**src/hdl/tac_pkg.sv**
```systemverilog
package tac_pkg;

  localparam int TBL_POINTS = 33;
  localparam int TBL_IDX_W  = 6;
  localparam int CODE_W     = 12;
  localparam int TEMP_W     = 16;
  localparam int OUT_W      = 15;
  localparam int MAG_W      = 15;
  localparam int OFF_W      = 13;
  localparam int PROD_W     = MAG_W + OFF_W;

  localparam logic signed [TEMP_W-1:0] RESET_TEMP = 16'sd2500;

  function automatic logic [CODE_W-1:0] code_at(input logic [TBL_IDX_W-1:0] i);
    logic [CODE_W-1:0] c;
    case (i)
      6'd0:    c = 12'd1;
      6'd1:    c = 12'd128;
      6'd2:    c = 12'd256;
      6'd3:    c = 12'd384;
      6'd4:    c = 12'd512;
      6'd5:    c = 12'd640;
      6'd6:    c = 12'd768;
      6'd7:    c = 12'd896;
      6'd8:    c = 12'd1024;
      6'd9:    c = 12'd1152;
      6'd10:   c = 12'd1280;
      6'd11:   c = 12'd1408;
      6'd12:   c = 12'd1536;
      6'd13:   c = 12'd1664;
      6'd14:   c = 12'd1792;
      6'd15:   c = 12'd1920;
      6'd16:   c = 12'd2048;
      6'd17:   c = 12'd2176;
      6'd18:   c = 12'd2304;
      6'd19:   c = 12'd2432;
      6'd20:   c = 12'd2560;
      6'd21:   c = 12'd2688;
      6'd22:   c = 12'd2816;
      6'd23:   c = 12'd2944;
      6'd24:   c = 12'd3072;
      6'd25:   c = 12'd3200;
      6'd26:   c = 12'd3328;
      6'd27:   c = 12'd3456;
      6'd28:   c = 12'd3584;
      6'd29:   c = 12'd3712;
      6'd30:   c = 12'd3840;
      6'd31:   c = 12'd3968;
      default: c = 12'd4094;
    endcase
    return c;
  endfunction

  function automatic logic signed [TEMP_W-1:0] centi_at(input logic [TBL_IDX_W-1:0] i);
    logic signed [TEMP_W-1:0] t;
    case (i)
      6'd0:    t = 16'sd12500;
      6'd1:    t = 16'sd12500;
      6'd2:    t = 16'sd10159;
      6'd3:    t = 16'sd8660;
      6'd4:    t = 16'sd7632;
      6'd5:    t = 16'sd6848;
      6'd6:    t = 16'sd6210;
      6'd7:    t = 16'sd5668;
      6'd8:    t = 16'sd5195;
      6'd9:    t = 16'sd4772;
      6'd10:   t = 16'sd4386;
      6'd11:   t = 16'sd4029;
      6'd12:   t = 16'sd3695;
      6'd13:   t = 16'sd3378;
      6'd14:   t = 16'sd3075;
      6'd15:   t = 16'sd2783;
      6'd16:   t = 16'sd2499;
      6'd17:   t = 16'sd2220;
      6'd18:   t = 16'sd1944;
      6'd19:   t = 16'sd1668;
      6'd20:   t = 16'sd1392;
      6'd21:   t = 16'sd1111;
      6'd22:   t = 16'sd824;
      6'd23:   t = 16'sd526;
      6'd24:   t = 16'sd215;
      6'd25:   t = -16'sd116;
      6'd26:   t = -16'sd473;
      6'd27:   t = -16'sd869;
      6'd28:   t = -16'sd1322;
      6'd29:   t = -16'sd1863;
      6'd30:   t = -16'sd2566;
      6'd31:   t = -16'sd3648;
      default: t = -16'sd4000;
    endcase
    return t;
  endfunction

endpackage

```
**src/hdl/tac_front.sv**
```systemverilog
module tac_front #(
  parameter int ADC_BITS = 12,
  parameter int DATA_W   = 16
) (
  input  logic                s_tvalid,
  output logic                s_tready,
  input  logic [DATA_W-1:0]   s_tdata,
  input  logic [0:0]          s_tuser,
  input  logic                q_full,
  output logic                q_push,
  output logic [ADC_BITS:0]   q_wdata
);

  localparam logic [ADC_BITS-1:0] ONE = {{(ADC_BITS-1){1'b0}}, 1'b1};

  logic [ADC_BITS-1:0] raw;
  logic [ADC_BITS-1:0] clamped;

  assign raw = s_tdata[ADC_BITS-1:0];

  always_comb begin
    if (raw == '0) begin
      clamped = ONE;
    end else if (raw == '1) begin
      clamped = raw - ONE;
    end else begin
      clamped = raw;
    end
  end

  assign s_tready = !q_full;
  assign q_push   = s_tvalid && !q_full;
  assign q_wdata  = {s_tuser[0], clamped};

endmodule

```
**src/hdl/tac_queue.sv**
```systemverilog
module tac_queue #(
  parameter int W = 13
) (
  input  logic         clk,
  input  logic         rst,
  input  logic         push,
  input  logic [W-1:0] wdata,
  output logic         full,
  input  logic         pop,
  output logic [W-1:0] rdata,
  output logic         valid
);

  logic [W-1:0] mem [2];
  logic         wr_ptr;
  logic         rd_ptr;
  logic [1:0]   count;

  always_ff @(posedge clk) begin
    if (push) begin
      mem[wr_ptr] <= wdata;
    end
  end

  always_ff @(posedge clk) begin
    if (rst) begin
      wr_ptr <= 1'b0;
      rd_ptr <= 1'b0;
      count  <= 2'd0;
    end else begin
      if (push) begin
        wr_ptr <= !wr_ptr;
      end
      if (pop) begin
        rd_ptr <= !rd_ptr;
      end
      if (push && !pop) begin
        count <= count + 2'd1;
      end else if (pop && !push) begin
        count <= count - 2'd1;
      end
    end
  end

  assign rdata = mem[rd_ptr];
  assign valid = count != 2'd0;
  assign full  = count == 2'd2;

endmodule

```
**src/hdl/tac_div.sv**
```systemverilog
module tac_div #(
  parameter int N = 28,
  parameter int D = 13
) (
  input  logic         clk,
  input  logic         rst,
  input  logic         start,
  input  logic [N-1:0] dividend,
  input  logic [D-1:0] divisor,
  output logic         done,
  output logic [N-1:0] quotient
);

  localparam int CNT_W = $clog2(N);
  localparam logic [CNT_W-1:0] CNT_LAST = CNT_W'(N - 1);

  logic             busy;
  logic [CNT_W-1:0] cnt;
  logic [N-1:0]     dvd;
  logic [D-1:0]     rem;
  logic [D:0]       rem_sh;
  logic             fits;

  assign rem_sh = {rem, dvd[N-1]};
  assign fits   = rem_sh >= {1'b0, divisor};

  always_ff @(posedge clk) begin
    if (rst) begin
      busy <= 1'b0;
      done <= 1'b0;
      cnt  <= '0;
    end else begin
      done <= 1'b0;
      if (start) begin
        busy <= 1'b1;
        cnt  <= '0;
      end else if (busy) begin
        cnt <= cnt + 1'b1;
        if (cnt == CNT_LAST) begin
          busy <= 1'b0;
          done <= 1'b1;
        end
      end
    end
  end

  always_ff @(posedge clk) begin
    if (start) begin
      dvd      <= dividend;
      rem      <= '0;
      quotient <= '0;
    end else if (busy) begin
      dvd <= {dvd[N-2:0], 1'b0};
      if (fits) begin
        rem      <= D'(rem_sh - {1'b0, divisor});
        quotient <= {quotient[N-2:0], 1'b1};
      end else begin
        rem      <= rem_sh[D-1:0];
        quotient <= {quotient[N-2:0], 1'b0};
      end
    end
  end

endmodule

```
**src/hdl/tac_back.sv**
```systemverilog
module tac_back #(
  parameter int ADC_BITS     = 12,
  parameter int TABLE_POINTS = 33
) (
  input  logic                                 clk,
  input  logic                                 rst,
  input  logic                                 q_valid,
  input  logic [ADC_BITS:0]                    q_rdata,
  output logic                                 q_pop,
  output logic                                 m_tvalid,
  input  logic                                 m_tready,
  output logic [tac_pkg::OUT_W-1:0]            out_temp_centi,
  output logic                                 out_held
);

  localparam int NPTS  = (TABLE_POINTS > tac_pkg::TBL_POINTS) ?
                         tac_pkg::TBL_POINTS : TABLE_POINTS;
  localparam int CMP_W = (ADC_BITS > tac_pkg::CODE_W) ? ADC_BITS : tac_pkg::CODE_W;
  localparam logic [tac_pkg::TBL_IDX_W-1:0] LAST_IDX = tac_pkg::TBL_IDX_W'(NPTS - 1);

  typedef enum logic [4:0] {
    ST_IDLE   = 5'b00001,
    ST_SEARCH = 5'b00010,
    ST_MUL    = 5'b00100,
    ST_DIV    = 5'b01000,
    ST_OUT    = 5'b10000
  } state_t;

  state_t                               state;
  logic [ADC_BITS-1:0]                  sample;
  logic [tac_pkg::TBL_IDX_W-1:0]        idx;
  logic [tac_pkg::CODE_W-1:0]           cprev;
  logic signed [tac_pkg::TEMP_W-1:0]    tprev;
  logic signed [tac_pkg::TEMP_W-1:0]    t0;
  logic                                 dneg;
  logic [tac_pkg::MAG_W-1:0]            mag;
  logic [tac_pkg::OFF_W-1:0]            off;
  logic [tac_pkg::OFF_W-1:0]            span;
  logic [tac_pkg::PROD_W-1:0]           prod;
  logic                                 div_go;
  logic                                 div_done;
  logic [tac_pkg::PROD_W-1:0]           div_quo;
  logic signed [tac_pkg::TEMP_W-1:0]    last_temp;
  logic signed [tac_pkg::TEMP_W-1:0]    out_temp;

  logic [tac_pkg::CODE_W-1:0]           code_cur;
  logic signed [tac_pkg::TEMP_W-1:0]    centi_cur;
  logic [CMP_W-1:0]                     sample_ext;
  logic signed [tac_pkg::TEMP_W:0]      dt;
  logic [tac_pkg::TEMP_W:0]             dt_abs;
  logic signed [tac_pkg::TEMP_W-1:0]    q_signed;
  logic signed [tac_pkg::TEMP_W-1:0]    interp;

  assign code_cur   = tac_pkg::code_at(idx);
  assign centi_cur  = tac_pkg::centi_at(idx);
  assign sample_ext = CMP_W'(sample);
  assign dt         = {centi_cur[tac_pkg::TEMP_W-1], centi_cur}
                    - {tprev[tac_pkg::TEMP_W-1], tprev};
  assign dt_abs     = dt[tac_pkg::TEMP_W] ? (~dt + 1'b1) : dt;
  assign q_signed   = {1'b0, div_quo[tac_pkg::MAG_W-1:0]};
  assign interp     = dneg ? (t0 - q_signed) : (t0 + q_signed);

  tac_div #(
    .N(tac_pkg::PROD_W),
    .D(tac_pkg::OFF_W)
  ) u_div (
    .clk      (clk),
    .rst      (rst),
    .start    (div_go),
    .dividend (prod),
    .divisor  (span),
    .done     (div_done),
    .quotient (div_quo)
  );

  always_ff @(posedge clk) begin
    if (rst) begin
      state     <= ST_IDLE;
      last_temp <= tac_pkg::RESET_TEMP;
      div_go    <= 1'b0;
    end else begin
      div_go <= 1'b0;
      case (state)
        ST_IDLE: begin
          if (q_valid) begin
            if (!q_rdata[ADC_BITS]) begin
              out_temp <= last_temp;
              out_held <= 1'b1;
              state    <= ST_OUT;
            end else begin
              sample <= q_rdata[ADC_BITS-1:0];
              idx    <= '0;
              state  <= ST_SEARCH;
            end
          end
        end
        ST_SEARCH: begin
          if (sample_ext <= CMP_W'(code_cur)) begin
            if (idx == '0 || code_cur <= cprev) begin
              last_temp <= centi_cur;
              out_temp  <= centi_cur;
              out_held  <= 1'b0;
              state     <= ST_OUT;
            end else begin
              t0    <= tprev;
              dneg  <= dt[tac_pkg::TEMP_W];
              mag   <= dt_abs[tac_pkg::MAG_W-1:0];
              off   <= tac_pkg::OFF_W'(sample_ext - CMP_W'(cprev));
              span  <= tac_pkg::OFF_W'({1'b0, code_cur} - {1'b0, cprev});
              state <= ST_MUL;
            end
          end else if (idx == LAST_IDX) begin
            last_temp <= centi_cur;
            out_temp  <= centi_cur;
            out_held  <= 1'b0;
            state     <= ST_OUT;
          end else begin
            cprev <= code_cur;
            tprev <= centi_cur;
            idx   <= idx + 1'b1;
          end
        end
        ST_MUL: begin
          prod   <= tac_pkg::PROD_W'(mag) * tac_pkg::PROD_W'(off);
          div_go <= 1'b1;
          state  <= ST_DIV;
        end
        ST_DIV: begin
          if (div_done) begin
            last_temp <= interp;
            out_temp  <= interp;
            out_held  <= 1'b0;
            state     <= ST_OUT;
          end
        end
        ST_OUT: begin
          if (m_tready) begin
            state <= ST_IDLE;
          end
        end
        default: begin
          state <= ST_IDLE;
        end
      endcase
    end
  end

  assign q_pop          = (state == ST_IDLE) && q_valid;
  assign m_tvalid       = state == ST_OUT;
  assign out_temp_centi = out_temp[tac_pkg::OUT_W-1:0];

endmodule

```
**src/hdl/thermistor_adc_to_centidegree_top.sv**
```systemverilog
// A failed conversion goes from the queue straight to the output; a converted sample passes
// a segment scan and, when it falls between table points, a multiply and a 28-step divider.
// The back end handles one request at a time; a two-entry queue keeps accepting until full.
// Throughput is one request per back-end pass, set by the scan, the divider and m_tready.
// Reset is synchronous: the queue empties, the output goes invalid, last value becomes 2500.
module thermistor_adc_to_centidegree_top #(
  parameter int TABLE_POINTS = 33,
  parameter int ADC_BITS     = 12
) (
  input  logic                             clk,
  input  logic                             rst,
  input  logic                             s_tvalid,
  output logic                             s_tready,
  // Bits from the lowest up: adc_sample, then zero fill.
  input  logic [((ADC_BITS + 7) / 8) * 8 - 1:0] s_tdata,
  // Bit 0: conversion_ok.
  input  logic [0:0]                       s_tuser,
  output logic                             m_tvalid,
  input  logic                             m_tready,
  // Bits from the lowest up: temp_centi (15 bits), then zero fill.
  output logic [15:0]                      m_tdata,
  // Bit 0: held.
  output logic [0:0]                       m_tuser
);

  localparam int S_DATA_W = ((ADC_BITS + 7) / 8) * 8;

  logic                          q_push;
  logic                          q_full;
  logic                          q_pop;
  logic                          q_valid;
  logic [ADC_BITS:0]             q_wdata;
  logic [ADC_BITS:0]             q_rdata;
  logic [tac_pkg::OUT_W-1:0]     temp_centi;
  logic                          held;

  tac_front #(
    .ADC_BITS(ADC_BITS),
    .DATA_W  (S_DATA_W)
  ) u_front (
    .s_tvalid (s_tvalid),
    .s_tready (s_tready),
    .s_tdata  (s_tdata),
    .s_tuser  (s_tuser),
    .q_full   (q_full),
    .q_push   (q_push),
    .q_wdata  (q_wdata)
  );

  tac_queue #(
    .W(ADC_BITS + 1)
  ) u_queue (
    .clk   (clk),
    .rst   (rst),
    .push  (q_push),
    .wdata (q_wdata),
    .full  (q_full),
    .pop   (q_pop),
    .rdata (q_rdata),
    .valid (q_valid)
  );

  tac_back #(
    .ADC_BITS    (ADC_BITS),
    .TABLE_POINTS(TABLE_POINTS)
  ) u_back (
    .clk            (clk),
    .rst            (rst),
    .q_valid        (q_valid),
    .q_rdata        (q_rdata),
    .q_pop          (q_pop),
    .m_tvalid       (m_tvalid),
    .m_tready       (m_tready),
    .out_temp_centi (temp_centi),
    .out_held       (held)
  );

  assign m_tdata = {1'b0, temp_centi};
  assign m_tuser = held;

  a_no_overflow: assert property (@(posedge clk) disable iff (rst) q_push |-> !q_full)
    else $error("queue written while full");

  a_no_underflow: assert property (@(posedge clk) disable iff (rst) q_pop |-> q_valid)
    else $error("queue read while empty");

  a_reset_idle: assert property (@(posedge clk) rst |=> !m_tvalid)
    else $error("result valid right after reset");

endmodule
```
**config.mk**
```make
export PLATFORM = sky130hd
export DESIGN_NAME = thermistor_adc_to_centidegree_top
export DESIGN_NICKNAME = d
export VERILOG_FILES = /design/src/hdl/tac_pkg.sv /design/src/hdl/tac_front.sv /design/src/hdl/tac_queue.sv /design/src/hdl/tac_div.sv /design/src/hdl/tac_back.sv /design/src/hdl/thermistor_adc_to_centidegree_top.sv
export SDC_FILE = /design/constraint.sdc
export NUM_CORES = 1
export LEC_CHECK = 0
export BUFFER_PORTS_ARGS = -buffer_cell sky130_fd_sc_hd__buf_2
export CAP_MARGIN = 30
export CORE_MARGIN = 2
export CORE_UTILIZATION = 46
export CTS_CLUSTER_DIAMETER = 50
export CTS_CLUSTER_SIZE = 30
export DETAILED_ROUTE_END_ITERATION = 7
export SYNTH_ARGS = -nofsm -noshare
export SYNTH_HDL_FRONTEND = slang
export SYNTH_SLANG_ARGS = --single-unit
```
**constraint.sdc**
```tcl
create_clock -name clk -period 11.1 [get_ports clk]
set_input_delay 2.775 -clock clk [delete_from_list [all_inputs] [get_ports clk]]
set_output_delay 2.775 -clock clk [all_outputs]
set_load 0.02 [all_outputs]
```
# Word-level counts from Yosys, hierarchy flattened
# Memories as Yosys holds them, arrays and structs flattened. A register that Yosys moved wholly into a read port is not among the register bits.
# Cells that the tools add are included.
# op_classes
n_addsub	12
mul	1
magnitude_cmp	3
n_eq_ne	18
mux	51
n_bitwise	6
reduce_logical	28
# ops
cell	count
$mux W15	8
$mux W28	2
$mux W5	9
$pmux W15 S3	1
$mux W12	3
$pmux W15 S2	1
$mul A15 B13 Y28	1
$sub A12 B12 Y13	2
$pmux W5 S5	1
$le A12 B12 Y1	2
$mux W6	4
$reduce_and A4 Y1	5
$sub A16 B16 Y17	1
$mux W1	16
$mux W16	1
$add A15 B1 Y15 const B	1
$add A15 B15 Y15	1
$not A15 Y15	1
$sub A15 B15 Y15	1
$ge A14 B13 Y1	1
$mux W13	1
$sub A13 B13 Y13	1
$eq A12 B12 Y1 const B	1
$logic_not A12 Y1	1
other kinds (31)	53
# word_totals
regBits	235
mem_bits_rw	26
rom_bits	704
in_bits	21
output_inout_bits	19
elab_cells	146
memories	3
# mem_list
name	depth	width	rd	rd_ports_with_merged_regs	write_ports	line_no	rtl
(no name shown)	32	16	1	1	0	tac_pkg.sv:56	case (i)
(no name shown)	32	6	1	1	0	tac_pkg.sv:16	case (i)
u_queue.mem	2	13	1	1	1	tac_queue.sv:14	logic [W-1:0] mem [2];

# Longest topological paths before layout
# logic_depth
depth_word	7
depth_mapped	23

# By module
# Synthesis repeated with hierarchy kept, for this count alone.
# unflattened
cells_unflattened	2139
hier_area_um2	21720.8
# by_module_without_submodules
mod	instances	cells_per_inst	area_each_um2	seq_area_each_um2
tac_back	1	1689	16594.7	5014.8
tac_div	1	352	3758.6	1801.7
tac_queue	1	62	1142.3	880.8
tac_front	1	34	214.0	0.0
thermistor_adc_to_centidegree_top	1	2	11.3	0.0

# Worst setup path after synthesis
# Ideal clock, no wire load.
# synth_path
kind	in2reg
start	input rst
end	register u_back.out_held, enable pin
setup_time_ns	0.478
arrival_ns	5.548
required_time_ns	10.622
slack_ns	5.074
cell_stages	2
path_buffers	1
path_cell_list	clkbuf_1 -> a2111oi_0
# synth_between
elab_chain_cells	2
# synth_rtl
item	line_no	rtl
start, declared	thermistor_adc_to_centidegree_top.sv:11	input logic rst,
$not A1 Y1 (no source line)	-	
$reduce_and A7 Y1 (no source line)	-	
end signal, assigned	tac_back.sv:88	out_held <= 1'b1;
end signal, assigned	tac_back.sv:102	out_held <= 1'b0;
end signal, assigned	tac_back.sv:115	out_held <= 1'b0;
end, declared	tac_back.sv:13	output logic out_held
# Every way passes these cells.
# A chain may end at the register's enable or synchronous reset.

# Worst setup path in the final report
# layout_path
start	register u_back.mag[8] in the netlist's numbering
end	register u_back.prod[26] in the netlist's numbering (data pin)
# layout_between
elab_chain_cells	1
# layout_rtl
item	line_no	rtl
start, declared	tac_back.sv:36	logic [tac_pkg::MAG_W-1:0] mag;
start signal, assigned	tac_back.sv:107	mag <= dt_abs[tac_pkg::MAG_W-1:0];
$mul A15 B13 Y28	tac_back.sv:124	prod <= tac_pkg::PROD_W'(mag) * tac_pkg::PROD_W'(off);
end signal, assigned	tac_back.sv:124	
end, declared	tac_back.sv:39	logic [tac_pkg::PROD_W-1:0] prod;
# Every way passes these cells.

==> results_dict.tcl <==
set metrics [dict create \
    status "finished, final reports clean" \
    cts_sinks 276 \
    core_um2 45190 \
    clockBufferDepth 3 \
    cp_top_family "adder cells" \
    num_antenna_cells 0 \
    drv_cap 0 \
    port_buffers 34 \
    grt_overflow_total 0 \
    final_hold_viol_count 0 \
    die_h_um 217.5 \
    drt-vias-per-instance 5.415 \
    synth_top_family_by_area "adder cells" \
    endpoint_kind "register" \
    tns_ps 0 \
    synthAdderAreaFrac 0.2441 \
    synth_commonest_cells "inv_1 (285), nand2_1 (197), edfxtp_1 (194)" \
    htree_levels 1 \
    crit_type "reg2reg" \
    synth-edff-count 194 \
    numCtsBuffers 31 \
    clkLatencyLatePin_ps 610 \
    setup_viol 0 \
    clk_pin_slew_ps 60 \
    final-seq-area_um2 7470 \
    cp_max_fo 13 \
    cts_tree "built" \
    powerDensity_nw_per_um2 163.5 \
    synthTopCellsByArea "edfxtp_1 (28%), fa_1 (15%), ha_1 (9.9%)" \
    ys_seq_elements 276 \
    synth_area_um2 20980 \
    rows 78 \
    whs_path_depth 0 \
    hp-start "u_back.tprev[7]" \
    vias 14740 \
    yosysTopAreaCellShare 0.2777 \
    synth_flop_cell "edfxtp_1" \
    drt_iter0_drc 860 \
    stdcell_count 2723 \
    max_freq_mhz 148.4 \
    die_area_um2 47330 \
    antenna_found_initial 0 \
    synth-compound-area-share 0.1065 \
    fin_util 0.5049 \
    cts_setup_buffers 0 \
    synth_nets 2445 \
    startpoint_type "register" \
    path_cells "and2_1 -> fa_1 -> inv_1 -> fa_1 -> inv_1 -> fa_1 -> fa_1 -> inv_1 -> fa_1 -> inv_1 -> ha_1 -> a2111oi_0 -> o21ai_0 -> a21o_1 -> a2111oi_0 -> nor3_1 -> a211o_1 -> a21oi_1 -> xnor2_1" \
    multi_input_area_um2 12080 \
    post_cts_resized 0 \
    start_util 0.4642 \
    slew_headroom 0.4763 \
    worst-r2r-setup-slack_ps 4360 \
    grt_pass1_wl_mm 75.57 \
    gr-usage-all-layers 0.1973 \
    hp-class "reg2reg" \
    clock_skew_ps 42.21 \
    cts-root-buf "clkbuf_16" \
    syn_area_per_cell_um2 9.960 \
    fin_nets 2437 \
    first_global_vias 14960 \
    place.gp.congestion 0.8681 \
    power_mw 3.731 \
    path_buf_inv 4 \
    r2r-end "u_back.prod[26]" \
    dp.cells 2664 \
    critPathRequiredTime_ps 11430 \
    rr_startpoint "u_back.mag[8]" \
    wire_per_inst_um 16.84 \
    synth_mux_area_frac 0.03633 \
    cts_hold_buf 0 \
    final.period_utilization 0.6072 \
    yosysSeqAreaShare 0.3560 \
    crit_top_cell "fa_1" \
    hpwl_mm 34.23 \
    num-fill-cells 4132 \
    worst_pin_slew_ps 785.5 \
    slowest_delay_ps 640 \
    vdd_ir_drop_max_v 0.0001692 \
    drc 0 \
    drv_slew 0 \
    area_growth_pct 8.756 \
    fin_crit_ps 6740 \
    die_w_um 217.5 \
    synth.most_common_cell "inv_1" \
    synth_cell_types 82 \
    yosysWarnings 0 \
    layout-drive-gt1-share 0.08620 \
    power.leakage_nw 9.717 \
    worstHoldEndpoint "u_back.t0[7]" \
    async_flop_share 0 \
    synth_xor_area_frac 0.03883 \
    detail-route-antenna-nets 0 \
    cp_slowest_cell "edfxtp_1" \
    arrival_ps 7070 \
    synthCells 2106 \
    synth_top_cell_by_area "edfxtp_1" \
    yosys.area_share.simple 0.1488 \
    pin_count 40 \
    grt_max_degree 60 \
    firstDrtPassIters 5 \
    holdWs_ps 456.6 \
    routed_wirelength_mm 45.85 \
    rsz0062_at_grt "no" \
    r2r.worst_path.cells 19 \
]
## how the worst max path moves through the flow
stage	slack (ps)	startpoint	end	cells past startpoint
floorplan	5070	rst	u_back.out_held	2
global placement	4640	rst	register	10
detailed placement	4610	u_back.mag[8]	u_back.prod[26]	19
CTS	4520	u_back.mag[8]	u_back.prod[26]	19
global route	4120	u_back.off[6]	u_back.prod[26]	18
finish	4360	u_back.mag[8]	u_back.prod[26]	19
## cell usage in the layout, fill, tap and decap left out, types with 7 or more instances in the layout
| cell type | instances |
|---|---|
| o21bai_1 | 8 |
| nand4_1 | 18 |
| a211oi_1 | 35 |
| or2_2 | 16 |
| nand3_1 | 35 |
| inv_1 | 285 |
| mux2i_1 | 30 |
| a31o_2 | 7 |
| fa_1 | 152 |
| or3_1 | 17 |
| edfxtp_1 | 194 |
| and2_1 | 98 |
| buf_4 | 14 |
| xor2_1 | 29 |
| o21ai_0 | 64 |
| nand2_1 | 197 |
| nor4_1 | 11 |
| a21oi_1 | 80 |
| nor2b_1 | 22 |
| nor3_1 | 39 |
| nand2b_1 | 19 |
| buf_2 | 34 |
| nor2_1 | 130 |
| xnor2_1 | 64 |
| dfxtp_1 | 80 |
| a31oi_1 | 12 |
| clkbuf_16 | 33 |
| a21boi_0 | 7 |
| mux2_2 | 41 |
| o31ai_1 | 7 |
| a22oi_1 | 8 |
| o211ai_1 | 11 |
| and3_1 | 10 |
| ha_1 | 166 |
| a21o_1 | 22 |
## per-stage QoR
stage          area, um^2  setup slack, ps
6_report            22810             4360
5_1_grt             22810             4119
4_1_cts             22810             4524
3_5_place_dp        21650             4606
3_3_place_gp        21640             4636
2_1_floorplan       20980             5074
## cell families after synthesis
group	count (synthesis)
buf+inv	378
fa+ha+maj	318
compound gates	332
simple gates	637
mux	71
xor+xnor	93
flops	276
other cells	1
## cell type report
| class | instances | share of cell area |
|---|---|---|
| flip-flops and latches | 276 | 0.3274 |
| clock inverters | 20 | 0.01311 |
| inverters | 289 | 0.04761 |
| clock buffers | 38 | 0.03746 |
| repair buffers | 48 | 0.01207 |
| multi-input cells | 1452 | 0.5294 |
| well taps | 600 | 0.03291 |
## power breakdown
part | switching [mW] | total [mW] | internal, mW
Sequential | 0.0583 | 1.32 | 1.26
Clock | 0.457 | 1.14 | 0.681
Combinational | 0.763 | 1.27 | 0.510
Total | 1.28 | 3.73 | 2.45
## per-layer routing
layer / share of wire / GRT usage
met5: 0 / 0
met2: 0.48 / 0.3380
met1: 0.45 / 0.2608
met3: 0.044 / 0.02957
met4: 0.024 / 0.05297
## sequential cells by signal, indices dropped and copies added (netlist names), 2 cells and up, named ones only
signal / count
u_back.t0: 15
u_back.span: 12
u_back.u_div.cnt: 5
u_back.state: 5
u_back.off: 13
u_back.prod: 28
u_back.sample: 12
u_back.cprev: 7
u_back.tprev: 15
u_back.last_temp: 15
u_back.u_div.quotient: 15
u_back.idx: 6
u_back.u_div.dvd: 28
u_queue.mem: 26
u_back.mag: 15
u_back.out_temp: 15
u_back.u_div.rem: 13
u_queue.count: 2
Note: power is estimated with default switching activity, not from simulation.
